`config.mk`:
```
export PLATFORM = sky130hd
export DESIGN_NAME = recursive_mutex_fifo_handoff_flat
export DESIGN_NICKNAME = d
export VERILOG_FILES = /design/src/sv/rmfh_pkg.sv /design/src/sv/rmfh_if.sv /design/src/sv/recursive_mutex_fifo_handoff.sv /design/src/flat_wrapper.sv
export SDC_FILE = /design/constraint.sdc
export NUM_CORES = 1
export LEC_CHECK = 0
export ABC_AREA = 1
export ABC_CLOCK_PERIOD_IN_PS = 3500
export BUFFER_PORTS_ARGS = -buffer_cell sky130_fd_sc_hd__buf_4
export CORE_ASPECT_RATIO = 1.75
export CORE_MARGIN = 2
export CORE_UTILIZATION = 40
export DETAILED_ROUTE_END_ITERATION = 10
export GPL_ROUTABILITY_DRIVEN = 0
export GPL_TIMING_DRIVEN = 0
export SYNTH_ARGS = -nofsm -noshare
export SYNTH_HDL_FRONTEND = slang
export SYNTH_SLANG_ARGS = --single-unit
export TNS_END_PERCENT = 20
```
`constraint.sdc`:
```
create_clock -name i_clk -period 3.5 [get_ports i_clk]
set_clock_uncertainty 0.15 [all_clocks]
set_input_delay 0.35 -clock i_clk [delete_from_list [all_inputs] [get_ports i_clk]]
set_output_delay 0.35 -clock i_clk [all_outputs]
set_load 0.01 [all_outputs]
```
`src/sv/rmfh_pkg.sv`:
```
// ----------------------------------------------------------------------------
// Recursive mutex package
// Sizes, payload types, status codes and queue slot arithmetic.
// ----------------------------------------------------------------------------
package rmfh_pkg;

    localparam int TASK_COUNT  = 64;
    localparam int DEPTH_BITS  = 8;
    localparam int ID_W        = 6;
    localparam int STATUS_W    = 4;
    localparam int DEPTH_OUT_W = 8;
    localparam int WAIT_OUT_W  = 7;
    localparam int PTR_W       = $clog2(TASK_COUNT);
    localparam int FILL_W      = $clog2(TASK_COUNT + 1);

    typedef logic [ID_W-1:0]        t_id;
    typedef logic [PTR_W-1:0]       t_ptr;
    typedef logic [FILL_W-1:0]      t_fill;
    typedef logic [DEPTH_BITS-1:0]  t_depth;
    typedef logic [STATUS_W-1:0]    t_status;
    typedef logic [DEPTH_OUT_W-1:0] t_depth_out;
    typedef logic [WAIT_OUT_W-1:0]  t_wait_out;

    localparam t_depth DEPTH_MAX = '1;
    localparam t_fill  FILL_FULL = t_fill'(TASK_COUNT);

    localparam logic FUNC_LOCK   = 1'b0;
    localparam logic FUNC_UNLOCK = 1'b1;

    localparam t_status ST_ACQUIRED  = t_status'(0);
    localparam t_status ST_NESTED    = t_status'(1);
    localparam t_status ST_QUEUED    = t_status'(2);
    localparam t_status ST_QFULL     = t_status'(3);
    localparam t_status ST_SATURATED = t_status'(4);
    localparam t_status ST_PARTIAL   = t_status'(5);
    localparam t_status ST_FREED     = t_status'(6);
    localparam t_status ST_HANDOFF   = t_status'(7);
    localparam t_status ST_NOT_OWNER = t_status'(8);

    function automatic t_ptr ptr_next(t_ptr p);
        return (p == t_ptr'(TASK_COUNT - 1)) ? '0 : p + t_ptr'(1);
    endfunction

endpackage

```
`src/sv/rmfh_if.sv`:
```
// ----------------------------------------------------------------------------
// Recursive mutex channels
// Request and response beats with valid/ready handshake.
// ----------------------------------------------------------------------------
interface rmfh_req_if import rmfh_pkg::*; ();
    logic valid;
    logic ready;
    logic func;
    t_id  task_id;

    modport source (output valid, output func, output task_id, input ready);
    modport sink   (input valid, input func, input task_id, output ready);
endinterface

interface rmfh_rsp_if import rmfh_pkg::*; ();
    logic       valid;
    logic       ready;
    t_status    status;
    t_id        woken_task;
    t_id        owner_task;
    t_depth_out lock_depth;
    t_wait_out  waiters;

    modport source (output valid, output status, output woken_task, output owner_task,
                    output lock_depth, output waiters, input ready);
    modport sink   (input valid, input status, input woken_task, input owner_task,
                    input lock_depth, input waiters, output ready);
endinterface

```
`src/sv/recursive_mutex_fifo_handoff.sv`:
```
// ----------------------------------------------------------------------------
// Recursive mutex with FIFO wait queue
// Lock/unlock requests, nesting count, queued waiters and direct handoff.
// ----------------------------------------------------------------------------
// One request beat is taken every cycle while the response side keeps up. A
// request lands in an input register and is resolved against the holder, the
// nesting count and the wait queue once the output register is free; its
// response beat is registered in that output register as it is resolved.
// The wait queue is a 64-entry memory whose head slot is read ahead into a
// register, so a handoff does not wait for a memory read. While a response
// waits to be taken, the input register can still take one more beat, and
// then the request side stalls. No clearing pass follows reset: the request
// side is ready at once.
module recursive_mutex_fifo_handoff
    import rmfh_pkg::*;
(
    input  logic       i_clk,
    input  logic       i_rst_n,
    rmfh_req_if.sink   i_req,
    rmfh_rsp_if.source o_rsp
);

    logic       r_in_vld;
    logic       r_in_func;
    t_id        r_in_id;

    logic       r_out_vld;
    t_status    r_status;
    t_id        r_woken;
    t_id        r_owner;
    t_depth_out r_depth_out;
    t_wait_out  r_waiters;

    t_depth     r_count, n_count;
    t_id        r_holder, n_holder;
    t_ptr       r_head, n_head;
    t_ptr       r_tail, n_tail;
    t_fill      r_fill, n_fill;
    t_id        r_head_id;
    t_id        r_wait_mem [TASK_COUNT];

    t_status    n_status;
    t_id        n_woken;
    logic       wr_en;
    logic       advance;
    logic       in_take;

    assign advance     = r_in_vld && (!r_out_vld || o_rsp.ready);
    assign i_req.ready = !r_in_vld || advance;
    assign in_take     = i_req.valid && i_req.ready;

    always_comb begin
        n_count  = r_count;
        n_holder = r_holder;
        n_head   = r_head;
        n_tail   = r_tail;
        n_fill   = r_fill;
        n_status = ST_NOT_OWNER;
        n_woken  = '0;
        wr_en    = 1'b0;
        if (advance) begin
            if (r_in_func == FUNC_LOCK) begin
                if (r_count == '0) begin
                    n_count  = t_depth'(1);
                    n_holder = r_in_id;
                    n_status = ST_ACQUIRED;
                end else if (r_holder == r_in_id) begin
                    if (r_count == DEPTH_MAX) begin
                        n_status = ST_SATURATED;
                    end else begin
                        n_count  = r_count + t_depth'(1);
                        n_status = ST_NESTED;
                    end
                end else if (r_fill == FILL_FULL) begin
                    n_status = ST_QFULL;
                end else begin
                    wr_en    = 1'b1;
                    n_tail   = ptr_next(r_tail);
                    n_fill   = r_fill + t_fill'(1);
                    n_status = ST_QUEUED;
                end
            end else begin
                if (r_count == '0 || r_holder != r_in_id) begin
                    n_status = ST_NOT_OWNER;
                end else if (r_count != t_depth'(1)) begin
                    n_count  = r_count - t_depth'(1);
                    n_status = ST_PARTIAL;
                end else if (r_fill == '0) begin
                    n_count  = '0;
                    n_holder = '0;
                    n_status = ST_FREED;
                end else begin
                    n_head   = ptr_next(r_head);
                    n_fill   = r_fill - t_fill'(1);
                    n_holder = r_head_id;
                    n_count  = t_depth'(1);
                    n_woken  = r_head_id;
                    n_status = ST_HANDOFF;
                end
            end
        end
    end

    always_ff @(posedge i_clk) begin
        if (!i_rst_n) begin
            r_in_vld  <= 1'b0;
            r_out_vld <= 1'b0;
            r_count   <= '0;
            r_holder  <= '0;
            r_head    <= '0;
            r_tail    <= '0;
            r_fill    <= '0;
        end else begin
            if (in_take) begin
                r_in_vld <= 1'b1;
            end else if (advance) begin
                r_in_vld <= 1'b0;
            end
            if (advance) begin
                r_out_vld <= 1'b1;
            end else if (o_rsp.ready) begin
                r_out_vld <= 1'b0;
            end
            r_count  <= n_count;
            r_holder <= n_holder;
            r_head   <= n_head;
            r_tail   <= n_tail;
            r_fill   <= n_fill;
        end
    end

    always_ff @(posedge i_clk) begin
        if (in_take) begin
            r_in_func <= i_req.func;
            r_in_id   <= i_req.task_id;
        end
        if (advance) begin
            r_status    <= n_status;
            r_woken     <= n_woken;
            r_owner     <= n_holder;
            r_depth_out <= DEPTH_OUT_W'(n_count);
            r_waiters   <= WAIT_OUT_W'(n_fill);
        end
    end

    // read ahead the head slot, bypass a write into it
    always_ff @(posedge i_clk) begin
        if (wr_en) begin
            r_wait_mem[r_tail] <= r_in_id;
        end
        if (wr_en && r_tail == n_head) begin
            r_head_id <= r_in_id;
        end else begin
            r_head_id <= r_wait_mem[n_head];
        end
    end

    assign o_rsp.valid      = r_out_vld;
    assign o_rsp.status     = r_status;
    assign o_rsp.woken_task = r_woken;
    assign o_rsp.owner_task = r_owner;
    assign o_rsp.lock_depth = r_depth_out;
    assign o_rsp.waiters    = r_waiters;

endmodule

```
`src/flat_wrapper.sv`:
```
// flat-port wrapper written by rule: the top's interface ports become plain ports
module recursive_mutex_fifo_handoff_flat import rmfh_pkg::*;
  (i_clk, i_rst_n, i_req_valid, i_req_func, i_req_task_id, i_req_ready, o_rsp_valid, o_rsp_status, o_rsp_woken_task, o_rsp_owner_task, o_rsp_lock_depth, o_rsp_waiters, o_rsp_ready);
  rmfh_req_if i_req_i ();
  rmfh_rsp_if o_rsp_i ();
  input  logic i_clk;
  input  logic i_rst_n;
  input wire logic [$bits(i_req_i.valid)-1:0] i_req_valid;
  input wire logic [$bits(i_req_i.func)-1:0] i_req_func;
  input wire logic [$bits(i_req_i.task_id)-1:0] i_req_task_id;
  output wire logic [$bits(i_req_i.ready)-1:0] i_req_ready;
  output wire logic [$bits(o_rsp_i.valid)-1:0] o_rsp_valid;
  output wire logic [$bits(o_rsp_i.status)-1:0] o_rsp_status;
  output wire logic [$bits(o_rsp_i.woken_task)-1:0] o_rsp_woken_task;
  output wire logic [$bits(o_rsp_i.owner_task)-1:0] o_rsp_owner_task;
  output wire logic [$bits(o_rsp_i.lock_depth)-1:0] o_rsp_lock_depth;
  output wire logic [$bits(o_rsp_i.waiters)-1:0] o_rsp_waiters;
  input wire logic [$bits(o_rsp_i.ready)-1:0] o_rsp_ready;
  assign i_req_i.valid = i_req_valid;
  assign i_req_i.func = i_req_func;
  assign i_req_i.task_id = i_req_task_id;
  assign i_req_ready = i_req_i.ready;
  assign o_rsp_valid = o_rsp_i.valid;
  assign o_rsp_status = o_rsp_i.status;
  assign o_rsp_woken_task = o_rsp_i.woken_task;
  assign o_rsp_owner_task = o_rsp_i.owner_task;
  assign o_rsp_lock_depth = o_rsp_i.lock_depth;
  assign o_rsp_waiters = o_rsp_i.waiters;
  assign o_rsp_i.ready = o_rsp_ready;
  recursive_mutex_fifo_handoff u_core (.i_clk(i_clk), .i_rst_n(i_rst_n), .i_req(i_req_i), .o_rsp(o_rsp_i));
endmodule
```
==> run_results.csv <==
group,metric,value,unit
outcome,status,"finished, final reports clean",
worst_setup_path,reg2reg_slack,0.08,ns
job,cap_viol_max_count,0,
timing,layout_min_cycle_time,3.416,ns
clock_tree,cts-root-to-sink-buffers,3,
logic_synthesis,synth_top_family_by_area,"simple AND/OR/NAND/NOR gates",
power,p_leak,8.596,nW
place,placed_area,21660,µm²
logic_synthesis,synthCells,1913,
logic_synthesis,synth_area_leaders,"edfxtp_1, nand2_1, nand3_1, dfxtp_1, nor2_1",
timing,relSlewSlack,32.45,%
logic_synthesis,synth.most_common_cell,"nand2_1",
clock_tree,cts-htree-levels,2,
die,die_height,300.4,µm
layout,final_nets,2053,
clock_tree,clk_latency,0.56,ns
drt,drtIter0Drc,1131,
place,dp_hpwl,45830,µm
logic_synthesis,synth-seq-cells,463,
timing,tns,0,ns
worst_setup_path,critPathMaxFanout,20,
logic_synthesis,synth_cell_types,39,
global_routing,antenna_found_initial,0,
die,ios,44,
layout,diodes,0,
clock_tree,cts_made_buffers,40,
drt,drtPass1Iterations,6,
global_routing,grt_overflow,0,
place,io_buffers,43,
logic_synthesis,avgSynthCellArea,10.50,µm²
drt,wirelength,62320,µm
logic_synthesis,synth_largest_area_cell,"edfxtp_1",
timing,fin_crit_sh,97.59,%
drt,antenna_left,0,
global_routing,grt_pass1_wl,91230,µm
layout,drive_gt1_share,13.84,%
timing,slew_viol_final,0,
clock_tree,clkSinkCount,463,
timing,hold_viol_final,0,
drt,drcViolationCount,0,
layout,fin_util,47.16,%
global_routing,grt_pass1_vias,14610,
die,placementRows,108,
layout,design_area,23390,µm²
power,p_int,8.581,mW
clock_tree,clockRootBuffer,"clkbuf_16",
worst_setup_path,required,3.57,ns
power,p_comb_share,4.8,%
worst_setup_path,path_class,"reg2reg",
die,die_w,173.4,µm
global_routing,grt_max_degree,41,
timing,rsz0062_at_grt,"true",
logic_synthesis,yosysSeqAreaShare,67.17,%
power,seqPwrFrac,55.6,%
worst_setup_path,end_kind,"flop",
timing,finalSetupViolCount,0,
global_routing,track_usage,23.95,%
clock_tree,clkTransAtPathRegs,0.07,ns
power,power.density,469.0,nW/µm²
die,start_util,40.50,%
timing,worst_pin_slew,1.013,ns
logic_synthesis,syn_area,20090,µm²
logic_synthesis,synthAdderAreaFrac,0.4360,%
timing,hold-worst-slack,0.3595,ns
logic_synthesis,synth_compound_area_share,1.875,%
die,core-area,49590,µm²
drt,vias,14740,
layout,fill_cells,4525,
timing,fmax,0.2928,GHz
power,peakVddDrop,0.0003910,V
power,p_clk_share,39.6,%
die,dieArea,52100,µm²
power,sw_frac_of_total,21.76,%
place,dp_cells,2632,
logic_synthesis,synthFlopType,"edfxtp_1",
layout,fin_cells,2727,
worst_setup_path,crit_path_start_kind,"flop",
worst_setup_path,cp.arrival,3.49,ns
logic_synthesis,synthArstFlopShare,0,%
logic_synthesis,synth_edf_count,422,
logic_synthesis,syn-num-nets,1931,
logic_synthesis,synthMuxAreaShare,0,%
drt,vias_per_cell,5.407,
logic_synthesis,synth_warnings,0,
drt,detail_route.wl_per_cell,22.85,µm
logic_synthesis,synth-xor-area-share,0.8285,%
logic_synthesis,synthSimpleGateAreaFrac,25.59,%
min_path,min_path_type,"reg2reg",
power,p_sw,2.386,mW
layout,area_growth,16.43,%
logic_synthesis,synth_common_cells,"nand2_1, edfxtp_1, nand3_1, nor2_1, inv_1",
logic_synthesis,synth_top_area_share,63.09,%
clock_tree,cts_tree,"built",
stage by stage:
step / worst slack, ns / total power [mW]
2_1_floorplan: 0.3386 / 6.488
3_3_place_gp: -1.712 / 6.670
3_5_place_dp: -0.4705 / 6.724
4_1_cts: -0.1359 / 11.00
5_1_grt: -0.06042 / 11.23
6_report: 0.08425 / 10.97
final timing paths:
check,end,cells past startpoint,start
hold reg to reg,flop,2,u_core.r_head[1]$_SDFF_PN0_
setup / recovery,u_core.r_wait_mem[0][0]$_DFFE_PP_,14,u_core.r_in_id[3]$_DFFE_PP_
hold / removal,flop,2,u_core.r_head[1]$_SDFF_PN0_
setup reg to reg,u_core.r_wait_mem[0][0]$_DFFE_PP_,14,u_core.r_in_id[3]$_DFFE_PP_
sequential cells by signal, summed over array words and instances, names as in the netlist, named ones only:
signal                   flops
u_core.r_in_id               6
u_core.r_head                6
u_core.r_fill                7
u_core.r_in_vld              1
u_core.r_count               8
u_core.o_rsp.waiters         7
u_core.o_rsp.owner_task      6
u_core.r_wait_mem          384
u_core.r_holder              6
u_core.o_rsp.status          4
u_core.o_rsp.valid           1
u_core.o_rsp.lock_depth      8
u_core.o_rsp.woken_task      6
u_core.r_in_func             1
u_core.r_tail                6
per-layer routing:
metal  vias to the layer above  global-route usage, %  routed length [µm]
met1                      7075                  23.07               20060
met5                         -                      0                   0
met2                       628                  45.48               33560
li1                       6823                      -                   -
met4                         0                  18.81                5468
met3                       218                  3.220                3233
area by class of cell:
class | instances | area (µm²) | area share (%)
multi-input combinational | 1267 | 6008 | 25.69
timing repair buffer | 80 | 996.0 | 4.259
inverter | 83 | 319.1 | 1.364
buffer | 100 | 504.2 | 2.156
sequential | 463 | 13490 | 57.70
clock inverter | 14 | 111.4 | 0.4762
clock buffer | 60 | 1129 | 4.826
tap | 660 | 825.8 | 3.531
power by group through the flow:
stage | Clock [mW] | Combinational (mW) | Sequential (mW)
6_report | 4.34 | 0.527 | 6.10
5_1_grt | 4.56 | 0.569 | 6.10
4_1_cts | 4.38 | 0.512 | 6.11
3_5_place_dp | 0 | 0.489 | 6.24
3_3_place_gp | 0 | 0.355 | 6.31
2_1_floorplan | 0 | 0.226 | 6.26
cells in the final DEF, fill, tap and decap left out, types with 2 or more instances in the layout:
cell           instances
dlygate4sd3_1         10
nand4_1                9
o211ai_1               3
ha_1                   7
nor2_2                44
or2_0                  2
clkbuf_1              40
nor2_1                64
buf_12                 6
nand3_4                2
buf_4                 51
nand3_2                3
inv_2                  8
xor2_1                18
buf_16                15
inv_6                  3
buf_2                 57
buf_8                  2
nand3_1              379
o21ai_0               21
nor3_1                 7
clkinv_2               5
edfxtp_1             422
nand2_2                5
clkbuf_16             42
buf_1                 13
nand2_1              629
nor2_4                22
clkinv_1               6
o21ai_2                5
inv_1                 71
dfxtp_1               41
a21oi_1               33
buf_6                  3
nand4_4                7
logic make-up after synthesis:
family          after synthesis
simple gates               1174
xor+xnor                     19
compound gates               67
flops                       463
fa+ha+maj                     7
buf+inv                     183
repair_timing:
item,4_1_cts,5_1_grt
endpoints found under the setup margin,374,372
hold buffers,10,0
endpoints found under the hold margin,13,0
buffers inserted,3,8
pin swaps,0,3
resized for setup,66,11
worst max-delay path, cell delays in order (launching register included):
cell      delay [ns]
edfxtp_1        0.41
buf_16          0.19
buf_16          0.17
inv_1           0.08
or2_0           0.20
nand3_1         0.10
nor2_1          0.11
nand2_2         0.15
nand2_1         0.10
inv_2           0.14
nand3_4         0.16
inv_4           0.11
buf_12          0.15
nand4_4         0.36
nor2_2          0.46
No activity file was read; power rests on OpenSTA's default activity.
